<file path="src/design/phacc_pkg.sv">
// Shared types and constants for the pixel hit accumulator.
// Item and command structs, command kinds, back-end states, color blend.
// No dependencies.
package phacc_pkg;

  // Opcodes of the input word
  localparam logic [1:0] OP_ADD   = 2'd0;
  localparam logic [1:0] OP_CLEAR = 2'd1;
  localparam logic [1:0] OP_READ  = 2'd2;

  // Register indexes (paddr[2])
  localparam logic REG_GRID_WIDTH  = 1'b0;
  localparam logic REG_GRID_HEIGHT = 1'b1;

  localparam logic [8:0]  GRID_SIZE_RESET = 9'd256;
  // Color of a cell with no hits
  localparam logic [31:0] COLOR_EMPTY     = 32'h0000_0000;

  typedef struct packed {
    logic [1:0]         opcode;
    logic signed [15:0] x_coord;
    logic signed [15:0] y_coord;
    logic [31:0]        hit_color;
    logic [7:0]         transform_id;
    logic [15:0]        read_index;
  } in_item_t;

  typedef struct packed {
    logic        accepted;
    logic [7:0]  cell_x;
    logic [7:0]  cell_y;
    logic [15:0] cell_count;
    logic [31:0] cell_color;
    logic [7:0]  cell_transform;
    logic [15:0] max_count;
    logic [16:0] list_length;
  } out_item_t;

  // Classified command handed from front to back
  typedef enum logic [1:0] {
    CMD_ADD,
    CMD_CLEAR,
    CMD_READ,
    CMD_SKIP
  } cmd_kind_t;

  typedef struct packed {
    cmd_kind_t   kind;
    logic [15:0] x;
    logic [15:0] y;
    logic [31:0] color;
    logic [7:0]  tid;
    logic [15:0] ridx;
  } cmd_t;

  typedef enum logic [2:0] {
    BK_IDLE,
    BK_ADD_LIST,
    BK_ADD_FIN,
    BK_RD_CELL,
    BK_RD_FIN
  } back_state_t;

  // Per-channel average of two packed 8-bit colors, truncated
  function automatic logic [31:0] blend_color(input logic [31:0] a, input logic [31:0] b);
    logic [8:0]  sum;
    logic [31:0] res;
    res = '0;
    for (int ch = 0; ch < 4; ch++) begin
      sum = {1'b0, a[ch*8 +: 8]} + {1'b0, b[ch*8 +: 8]};
      res[ch*8 +: 8] = sum[8:1];
    end
    return res;
  endfunction

endpackage

</file>
<file path="src/design/phacc_front.sv">
// Front end: accepts input words, bounds-checks hits against the active grid
// and turns each word into a command for the queue. Uses phacc_pkg.
module phacc_front #(
  parameter int MAX_WIDTH  = 256,
  parameter int MAX_HEIGHT = 256
) (
  input  logic                  in_valid,
  output logic                  in_ready,
  input  phacc_pkg::in_item_t   in_data,
  input  logic [8:0]            grid_width,
  input  logic [8:0]            grid_height,
  output logic                  push_valid,
  input  logic                  push_ready,
  output phacc_pkg::cmd_t       push_cmd
);

  logic [15:0] x_u, y_u;
  logic        x_in, y_in, in_grid;

  assign in_ready   = push_ready;
  assign push_valid = in_valid;

  // Inside test: non-negative and below both the register and the grid limit
  assign x_u     = in_data.x_coord;
  assign y_u     = in_data.y_coord;
  assign x_in    = !x_u[15] && (x_u < {7'd0, grid_width})  && (x_u < 16'(MAX_WIDTH));
  assign y_in    = !y_u[15] && (y_u < {7'd0, grid_height}) && (y_u < 16'(MAX_HEIGHT));
  assign in_grid = x_in && y_in;

  // Classify
  always_comb begin
    push_cmd.x     = x_u;
    push_cmd.y     = y_u;
    push_cmd.color = in_data.hit_color;
    push_cmd.tid   = in_data.transform_id;
    push_cmd.ridx  = in_data.read_index;
    case (in_data.opcode)
      phacc_pkg::OP_ADD:   push_cmd.kind = in_grid ? phacc_pkg::CMD_ADD : phacc_pkg::CMD_SKIP;
      phacc_pkg::OP_CLEAR: push_cmd.kind = phacc_pkg::CMD_CLEAR;
      phacc_pkg::OP_READ:  push_cmd.kind = phacc_pkg::CMD_READ;
      default:             push_cmd.kind = phacc_pkg::CMD_SKIP;
    endcase
  end

endmodule

</file>
<file path="config.mk">
export PLATFORM = sky130hd
export DESIGN_NAME = phacc_front
export DESIGN_NICKNAME = d
export VERILOG_FILES = /design/src/design/phacc_pkg.sv /design/src/design/phacc_front.sv
export SDC_FILE = /design/constraint.sdc
export NUM_CORES = 1
export LEC_CHECK = 0
export ABC_AREA = 1
export BUFFER_PORTS_ARGS = -buffer_cell sky130_fd_sc_hd__buf_2
export CAP_MARGIN = 20
export CORE_MARGIN = 8
export CORE_UTILIZATION = 29
export DETAILED_ROUTE_END_ITERATION = 7
export MAX_ROUTING_LAYER = met4
export PLACE_DENSITY = 0.84
export SYNTH_ARGS = -nofsm -noshare
export SYNTH_HDL_FRONTEND = slang
export SYNTH_SLANG_ARGS = --single-unit
</file>
<file path="constraint.sdc">
create_clock -name vclk -period 1.25
set_input_delay 0.125 -clock vclk [all_inputs]
set_output_delay 0.125 -clock vclk [all_outputs]
set_load 0.01 [all_outputs]
</file>
# --- After elaboration in Yosys (flattened, before gate mapping) ---
# Index checks and enable logic that the tools add are counted.
totals:
  register_bits: 0
  latchBits: 0
  mem_bits_rw: 0
  rom_bits: 0
  in_bits: 110
  memories: 0
classes:
  add_sub_neg: 0
  multipliers: 0
  div_mod_pow: 0
  order_cmp: 4
  eq_ne: 2
  shifts: 0
  n_mux: 2
  bitwise_logic: 0
  n_reduce_logical: 8
op_table:
  columns: ["cell", "n"]
  rows:
  - ["$lt A16 B9 Y1", 2]
  - ["$lt A16 B9 Y1 const B", 2]
  - ["$pmux W2 S3", 1]
  - ["$logic_and A1 B1 Y1", 5]
  - ["$eq A2 B1 Y1 const B", 1]
  - ["$eq A2 B2 Y1 const B", 1]
  - ["$logic_not A1 Y1", 2]
  - ["$logic_not A2 Y1", 1]
  - ["$mux W2", 1]

# --- Longest topological paths before layout ---
depth:
  word_depth: 6
  ltp_mapped: 12
  ltp_nobuf: 12

# --- Least setup slack after synthesis ---
# Ideal clock, no wire load.
synth_path:
  path_type: "input to output"
  startpoint: "in grid_width[7]"
  endpoint: "out push_cmd[88] (netlist name)"
  arrival_time_ns: 0.977
  required_ns: 1.125
  setup_slack_ns: 0.148
  cell_stages: 9
  path_buffers: 0
  path_cell_list: "inv_1 -> ha_1 -> a21oi_1 -> o21a_1 -> nand2_1 -> nand2_1 -> nand3_2 -> nand2_1 -> nand2_1"
synth_rtl:
  columns: ["item", "line_no", "rtl"]
  rows:
  - ["start, declared", "phacc_front.sv:10", "input logic [8:0] grid_width,"]
  - ["end, declared", "phacc_front.sv:14", "output phacc_pkg::cmd_t push_cmd"]

==> impl_metrics.toml <==
[floorplanning]
die_x_um = 80.5
die_h_um = 80.5
die-area_mm2 = 0.00647
start_util_pct = 30.1
core_area_mm2 = 0.00400
rows = 23
io_pins = 202

[timing]
final_hold_viol_count = 0
report.final.slew_viol_count = 0
fmaxAchievable_mhz = 757
setup_viol = 2
maxSlewHeadroom_pct = 83.2
min_period_ns = 1.32
rsz0062_at_grt = "true"
fin_hold_ws_ns = 0.250
setup_slack_ns = -0.0713
min_period_over_period_pct = 106
tightestPinTransition_ns = 0.251

[power_and_ir_drop]
ir_worst_vdd_mv = 0.149
leakage_uw = 0.000713
power_density_mw_per_mm2 = 324
total_power_uw = 421

[run_status]
run_status = "complete, but fails checks"
violations = "negative setup slack"

[setup_path]
slowest_stage = "ha_4"
slowest_delay_ns = 0.23
required_ns = 1.12
end_kind = "output pin"
arrival_ns = 1.20
worstPathMaxFanout = 2
cp_cell_sequence = "buf_2 > ha_4 > a21oi_1 > o21a_1 > nand2_1 > nand2_1 > nand3_2 > nand2_2 > nand2_2 > buf_6"
worstSetupStartpointType = "primary input"
critPathKind = "in2out"

[detailed_routing]
postRouteAntennaNets = 0
wl_per_cell_um = 15.3
dr_total_vias = 929
vias_per_cell = 4.09
drc_errors = 0
drt-initial-drc-count = 16
drt_pre_antenna_iters = 2
routed_wirelength_um = 3470

[yosys]
synth_nets = 304
ys_types = 16
synth_top_area_share_pct = 56.1
synth.most_common_cell = "buf_4"
synth_top_cells_by_area = "buf_4 56%, ha_1 17%, nand2_1 8.4%"
yosysWarnings = 0
syn_area_per_cell_um2 = 6.77
synth_commonest_cells = "90 x buf_4, 27 x nand2_1, 23 x inv_1"
yosys.area.top_type = "buf_4"
ys_seq_area_share_pct = 0
syn_inst = 178
syn_area_mm2 = 0.00120

[placed_design]
gp_congestion = 0.728
portBuffers = 86
dp_hpwl_um = 3030

[final_layout]
final_layout_size_suffix_gt1_share_pct = 72.9
nNetsFinal = 305
diodes = 0
fill_cells = 431
area_growth_pct = 7.68
nClkBuffers = 0
seqCellArea_um2 = 0
post-route-util_pct = 32.4
design.seq.count = 0
multi_input_area_um2 = 619

[global_route]
grt_pass1_wl_um = 4960
grt_max_degree = 4
grt_antenna_before_repair = 0
grt_util_all_layers_pct = 9.49
grt_pass1_vias = 963
grt_remaining_overflow = 0

[worst_hold_path]
hp-class = "in2out"
hold_depth = 0

[run]
max_cap_viol_count = 0
[report_power, final]
part / switching, uW / internal (uW)
Clock: 0 / 0
Sequential: 0 / 0
Combinational: 201 / 220
Total: 201 / 220
[path summary, 6_finish.rpt]
path                  slack, ns   startpoint           end
worst max-delay path      -0.07  in_data[79]  push_cmd[88]
worst min-delay path       0.25  in_data[22]  push_cmd[22]
[cell type report]
type	count	share of cell area (%)
multi-input combinational	64	47.7
timing repair buffer	89	39.7
inverter	24	7.71
tap	50	4.82
[per-layer routing]
layer  track usage (%)  routed length (um)
met1              8.13                1040
met2              17.2                1830
met3              5.36                 539
met4              2.73                  69
met5                 -                   0
[placed cells by master (no fill, tap or decap), drive strengths merged]
cell type / n
buf: 89
nor2: 5
nand2: 27
inv: 24
nor3: 2
and2: 1
nand4: 1
o21a: 2
a21oi: 6
nand3: 1
nor4b: 1
ha: 16
nor4: 2
[stage by stage]
stage	setup WS, ns	area [um2]	cells	setup TNS [ns]
6_report	-0.0713	1300	227	-0.136
5_1_grt	-0.197	1300	227	-0.387
4_1_cts	-0.0758	1260	227	-0.142
3_5_place_dp	-0.163	1040	227	-0.316
3_3_place_gp	-0.125	1040	227	-0.249
2_1_floorplan	0.148	1200	178	0
[cell families after synthesis]
logic type	after synthesis	share of synthesized area, %
adder cells (fa/ha/maj)	16	16.6
buffers and inverters	114	63.6
AO/OA/AOI/OAI	8	3.74
AND/OR/NAND/NOR	40	16.1
[worst max-delay path, delay by kind of cell]
kind / cells / cell delay (ns)
simple gates: 5 / 0.35
buf+inv: 2 / 0.23
fa+ha+maj: 1 / 0.23
compound gates: 2 / 0.25
[what timing repair did]
action / CTS / global route
buffers inserted: 0 / 0
endpoints found under the setup margin: 2 / 2
gates resized for setup: 43 / 8
hold buffers: 0 / 0
pin swaps: 23 / 9
(Power assumes the default switching activity.)
