<file path="config.mk">
export PLATFORM = sky130hd
export DESIGN_NAME = phacc_queue
export DESIGN_NICKNAME = d
export VERILOG_FILES = /design/src/design/phacc_pkg.sv /design/src/design/phacc_queue.sv
export SDC_FILE = /design/constraint.sdc
export NUM_CORES = 1
export LEC_CHECK = 0
export ABC_AREA = 1
export BUFFER_PORTS_ARGS = -buffer_cell sky130_fd_sc_hd__clkbuf_2
export CAP_MARGIN = 10
export CORE_AREA = 8 8 150 257
export DETAILED_ROUTE_END_ITERATION = 8
export DIE_AREA = 0 0 158 265
export GPL_ROUTABILITY_DRIVEN = 0
export GPL_TIMING_DRIVEN = 0
export PLACE_DENSITY = 0.7
export SLEW_MARGIN = 20
export SYNTH_ARGS = -nofsm -noshare
export SYNTH_HDL_FRONTEND = slang
export SYNTH_SLANG_ARGS = --single-unit
</file>
<file path="constraint.sdc">
create_clock -name clk -period 7.15 [get_ports clk]
set_input_delay 1.43 -clock clk [delete_from_list [all_inputs] [get_ports clk]]
set_output_delay 1.43 -clock clk [all_outputs]
set_load 0.01 [all_outputs]
</file>
<file path="src/design/phacc_pkg.sv">
// Shared types and constants for the pixel hit accumulator.
// Item and command structs, command kinds, back-end states, color blend.
// No dependencies.
package phacc_pkg;

  // Opcodes of the input word
  localparam logic [1:0] OP_ADD   = 2'd0;
  localparam logic [1:0] OP_CLEAR = 2'd1;
  localparam logic [1:0] OP_READ  = 2'd2;

  // Register indexes (paddr[2])
  localparam logic REG_GRID_WIDTH  = 1'b0;
  localparam logic REG_GRID_HEIGHT = 1'b1;

  localparam logic [8:0]  GRID_SIZE_RESET = 9'd256;
  // Color of a cell with no hits
  localparam logic [31:0] COLOR_EMPTY     = 32'h0000_0000;

  typedef struct packed {
    logic [1:0]         opcode;
    logic signed [15:0] x_coord;
    logic signed [15:0] y_coord;
    logic [31:0]        hit_color;
    logic [7:0]         transform_id;
    logic [15:0]        read_index;
  } in_item_t;

  typedef struct packed {
    logic        accepted;
    logic [7:0]  cell_x;
    logic [7:0]  cell_y;
    logic [15:0] cell_count;
    logic [31:0] cell_color;
    logic [7:0]  cell_transform;
    logic [15:0] max_count;
    logic [16:0] list_length;
  } out_item_t;

  // Classified command handed from front to back
  typedef enum logic [1:0] {
    CMD_ADD,
    CMD_CLEAR,
    CMD_READ,
    CMD_SKIP
  } cmd_kind_t;

  typedef struct packed {
    cmd_kind_t   kind;
    logic [15:0] x;
    logic [15:0] y;
    logic [31:0] color;
    logic [7:0]  tid;
    logic [15:0] ridx;
  } cmd_t;

  typedef enum logic [2:0] {
    BK_IDLE,
    BK_ADD_LIST,
    BK_ADD_FIN,
    BK_RD_CELL,
    BK_RD_FIN
  } back_state_t;

  // Per-channel average of two packed 8-bit colors, truncated
  function automatic logic [31:0] blend_color(input logic [31:0] a, input logic [31:0] b);
    logic [8:0]  sum;
    logic [31:0] res;
    res = '0;
    for (int ch = 0; ch < 4; ch++) begin
      sum = {1'b0, a[ch*8 +: 8]} + {1'b0, b[ch*8 +: 8]};
      res[ch*8 +: 8] = sum[8:1];
    end
    return res;
  endfunction

endpackage

</file>
<file path="src/design/phacc_queue.sv">
// Small command FIFO between the front classifier and the back executor.
// Uses phacc_pkg::cmd_t.
module phacc_queue #(
  parameter int DEPTH = 4
) (
  input  logic              clk,
  input  logic              rst_n,
  input  logic              push_valid,
  output logic              push_ready,
  input  phacc_pkg::cmd_t   push_cmd,
  output logic              pop_valid,
  input  logic              pop_ready,
  output phacc_pkg::cmd_t   pop_cmd
);

  localparam int PW = (DEPTH > 1) ? $clog2(DEPTH) : 1;
  localparam int FW = $clog2(DEPTH + 1);

  phacc_pkg::cmd_t  slot_r [DEPTH];
  logic [PW-1:0]    wr_ptr_r, wr_ptr_nxt;
  logic [PW-1:0]    rd_ptr_r, rd_ptr_nxt;
  logic [FW-1:0]    fill_r, fill_nxt;
  logic             do_push, do_pop;

  assign push_ready = (fill_r != FW'(DEPTH));
  assign pop_valid  = (fill_r != '0);
  assign pop_cmd    = slot_r[rd_ptr_r];
  assign do_push    = push_valid && push_ready;
  assign do_pop     = pop_valid && pop_ready;

  // Pointer wrap and fill tracking
  always_comb begin
    wr_ptr_nxt = wr_ptr_r;
    rd_ptr_nxt = rd_ptr_r;
    fill_nxt   = fill_r;
    if (do_push) begin
      wr_ptr_nxt = (wr_ptr_r == PW'(DEPTH - 1)) ? '0 : wr_ptr_r + PW'(1);
    end
    if (do_pop) begin
      rd_ptr_nxt = (rd_ptr_r == PW'(DEPTH - 1)) ? '0 : rd_ptr_r + PW'(1);
    end
    if (do_push && !do_pop) begin
      fill_nxt = fill_r + FW'(1);
    end else if (do_pop && !do_push) begin
      fill_nxt = fill_r - FW'(1);
    end
  end

  always_ff @(posedge clk) begin
    if (!rst_n) begin
      wr_ptr_r <= '0;
      rd_ptr_r <= '0;
      fill_r   <= '0;
    end else begin
      wr_ptr_r <= wr_ptr_nxt;
      rd_ptr_r <= rd_ptr_nxt;
      fill_r   <= fill_nxt;
    end
  end

  // Storage, no reset needed
  always_ff @(posedge clk) begin
    if (do_push) begin
      slot_r[wr_ptr_r] <= push_cmd;
    end
  end

endmodule

</file>
Word-level counts from Yosys, hierarchy flattened. Memory sizes are Yosys's and may differ from the RTL's. A register that Yosys moved wholly into a read port is not among the register bits. Index checks and enable logic that the tools add are counted.

Add/sub/neg operators: 4. Equality and inequality tests: 3. $mul: 0. Bitwise logic cells: 0. Muxes and demuxes: 8. Order comparisons: 0. Reductions and logical operators: 8. Shift-type cells: 0. Div/mod/pow operators: 0.

Operators with widths (count): $mux 2 (4); $mux 3 (2); $add 2x1->2 const B (2); $eq 2x2->1 const B (2); $logic_and 1x1->1 (4); $add 3x1->3 const B (1); $ne 3x3->1 const B (1); $reduce_bool 3->1 (1); $sub 3x1->3 const B (1); $logic_not 1->1 (2); $mux 1 (2); $reduce_bool 2->1 (1).

Bits in latches: 0. Logic and storage cells: 27. Memory bits (read-only): 0. Memories kept: 1. Bits in registers: 7. Input port bits: 94. RAM bits: 360.

Memory list: slot_r (words 4, width 90, rd ports 1, clocked after memory_dff 1, write ports 1, RTL line phacc_queue.sv:19) `phacc_pkg::cmd_t slot_r [DEPTH];`.

Depth between registers and ports, before layout.
Depth after elaboration: 6. Mapped depth: 13.

Worst setup path before layout. OpenSTA, ideal clock, no wires.

Path type: input to register. From: input port push_valid. To: memory slot_r[0][0] (netlist bit) (enable). Stages on the path: 2. Data required time: 6610 ps. Slack: 1284 ps. Setup time: 540 ps. Data arrival time: 5327 ps. Cells stage by stage: nand2_1 -> nor2_1.

Word-level cells in the longest chain between the ends: 3.

RTL lines: from (decl) (RTL line phacc_queue.sv:8) `input logic push_valid,`; $logic_and 1x1->1 (RTL line phacc_queue.sv:28) `assign do_push = push_valid && push_ready;`; $mux 1 (RTL line phacc_queue.sv:63) `if (do_push) begin`; $mux 1 (implied by the code) (RTL line phacc_queue.sv:64) `slot_r[wr_ptr_r] <= push_cmd;`; to (decl) (RTL line phacc_queue.sv:19).

Every way passes these cells.

==> impl_metrics.tcl <==
set metrics [dict create \
    drc 0 \
    netlist_area_sq_um 13770 \
    ir_drop_v 0.0002336 \
    power_mw 6.346 \
    grt_pass1_wl_um 50940 \
    ys_seq_area_share_pct 79.81 \
    clkPwrFrac_pct 28.9 \
    synth_cells 940 \
    switchingPower_mw 2.030 \
    path_clk_slew_ns 0.06 \
    cts_tree "done" \
    hold_buffers 0 \
    p_seq_share_pct 42.3 \
    cp.required_ns 5.72 \
    dp_cells 1608 \
    synth_xor_area_share_pct 0 \
    dp_hpwl_um 22990 \
    finalClockSkew_ns 0.01094 \
    synth_seq_cells 369 \
    die_w_um 158 \
    rsz0062_at_grt "no" \
    met3_usage_pct 2.495 \
    antenna_found_initial 5 \
    syn-mean-instance-area_sq_um 14.65 \
    tns_ns 0 \
    yosys.area_share.simple_pct 5.915 \
    wl_per_cell_um 20.84 \
    crit_arrival_ns 2.77 \
    post-route-util_pct 48.16 \
    synthAdderAreaFrac_pct 0.6905 \
    vias 8707 \
    mostFrequentLayoutCells "edfxtp_1, nor2_1, clkbuf_2, o21ai_0, o22ai_1" \
    min_from "fill_r[0]" \
    postCtsSetupRepairBufs 0 \
    synth_top_family_by_area "compound AO/OA/AOI/OAI gates" \
    p_leak_nw 5.917 \
    grtUsageMet2_pct 30.62 \
    ios 186 \
    cts_buffer_depth 3 \
    final_common_cell "edfxtp_1" \
    synth_compound_area_share_pct 10.78 \
    cp_max_fo 10 \
    power.density_nw_per_um2 375.7 \
    finalCritPeriodShare_pct 58.72 \
    p_int_mw 4.316 \
    grt_pass1_vias 8947 \
    drive_gt1_share_pct 22.51 \
    min_period_ns 4.198 \
    drtIter0Drc 587 \
    worstSetupPathType "reg -> out" \
    cpLargestDelayFamily "buffers and inverters" \
    setup.worst_path.start_class "register" \
    ant_nets 0 \
    worst_slack_ns 2.952 \
    status "completed" \
    start_util_pct 39.27 \
    design.core.area_sq_um 35070 \
    p_sw_share_pct 31.98 \
    clockRootBuffer "clkbuf_16" \
    dieArea_sq_um 41870 \
    first_pass_iters 4 \
    place_ws_ns 3.426 \
    syn-num-nets 1041 \
    num_rows 91 \
    finalSetupViolCount 0 \
    r2r-start "fill_r[1]" \
    h-tree-depth 2 \
    max_cap_violations 0 \
    synthDistinctLibCells 20 \
    top_usage_layer "met2" \
    drt_wl_total_um 34890 \
    yosys_warnings 0 \
    cpPeakStageDelay_ns 0.51 \
    port_buffers 185 \
    maxSlewViolCount 0 \
    finalNetCount 1280 \
    avgViaCountPerCell 5.201 \
    critical_path.endpoint_type "output pin" \
    die_h_um 265 \
    cts_resized 0 \
    power_frac_comb_pct 28.9 \
    clkLatencyLatePin_ns 0.52 \
    syn2layout_area_growth_pct 22.65 \
    maxSlewHeadroom_pct 56.07 \
    clock-sinks 369 \
    worst_slew_pin_slew_ns 0.6589 \
    fillers 3072 \
    hold_path_class "reg -> reg" \
    muxShareOfSynthArea_pct 0 \
    grt_max_degree 22 \
    grt_overflow 0 \
    critical_path_buf_inv_count 4 \
    grt.met1_usage_pct 17.26 \
    instances_no_fill 1674 \
    cp_cell_sequence "buf_2, inv_1, clkbuf_1, o21ai_0, o22ai_1, clkbuf_2" \
    grt_use_total_pct 16.30 \
    max_freq_mhz 238.2 \
    critPathSlowestCell "clkbuf_1" \
    hold_viol_final 0 \
    cts_buffers 34 \
]
[sequential cells by signal, summed over array words and instances, names as in the netlist, named ones only]
name,flops
fill_r,3
rd_ptr_r,2
wr_ptr_r,2
slot_r,360
[worst paths after layout]
path | endpoint | slack (ns) | cells after the start
worst max-delay path | pop_cmd[8] | 2.95 | 6
worst min-delay path | fill_r[0] | 0.52 | 2
worst max register to register | slot_r[1][24] | 4.92 | 6
worst min register to register | fill_r[0] | 0.52 | 2
[synthesized netlist by cell type (all sizes together)]
master / count / share of area [%]
o21ai: 182 / 6.6
o22ai: 90 / 4.1
dfxtp: 9 / 1.3
fa: 1 / 0.15
edfxtp: 360 / 79
nor2: 197 / 5.4
nand2: 15 / 0.41
inv: 17 / 0.50
buf: 14 / 1.1
nand3: 1 / 0.036
ha: 6 / 0.55
nand3b: 1 / 0.055
a21oi: 2 / 0.073
nand4: 1 / 0.045
clkbuf: 44 / 1.2
[layout make-up]
type | instances | area (sq um) | area share (%)
tap | 465 | 581.8 | 3.445
multi-input combinational | 496 | 2424 | 14.35
sequential | 369 | 10990 | 65.07
clock inverter | 14 | 156.4 | 0.9260
inverter | 17 | 68.82 | 0.4074
timing repair buffer | 203 | 1354 | 8.015
clock buffer | 47 | 984.7 | 5.830
buffer | 58 | 317.8 | 1.882
antenna | 5 | 12.51 | 0.07408
[power groups by stage]
stage | combinational, mW | clock, mW | sequential [mW]
floorplan | 0.966 | 0 | 2.75
CTS | 1.87 | 1.87 | 2.68
global placement | 1.74 | 0 | 2.79
finish | 1.83 | 1.83 | 2.68
global route | 2.00 | 1.95 | 2.70
detailed placement | 1.87 | 0 | 2.73
[metrics by stage]
stage | hold WS, ns | instance area (sq um)
after floorplan | 0.4801 | 13770
after global placement | 0.4913 | 15280
after detailed placement | 0.5206 | 15740
after CTS | 0.5301 | 16880
after global routing | 0.5747 | 16890
final | 0.5231 | 16890
[per-layer routing]
layer  vias to the layer above  part of all wire (%)  wire length, um
li1                       4014                     -                -
met1                      4362                    36            12690
met2                       265                    56            19400
met3                        66                   5.0             1761
met4                         0                   3.0             1041
met5                         -                     0                0
[worst register-to-register path: stages (launching register included)]
cell and delay, ns:
dfxtp_1 0.37, nor2_1 0.09, nand2_1 0.12, nand2_1 0.29, nor2_4 0.57, buf_12 0.26
buf_12 0.23
[cell families after synthesis]
kind of cell	count (synthesis)
AOI/OAI and AO/OA	274
adders and majority gates	7
buffers and inverters	75
DFF	369
and+or+nand+nor	215
(Power assumes the default switching activity.)
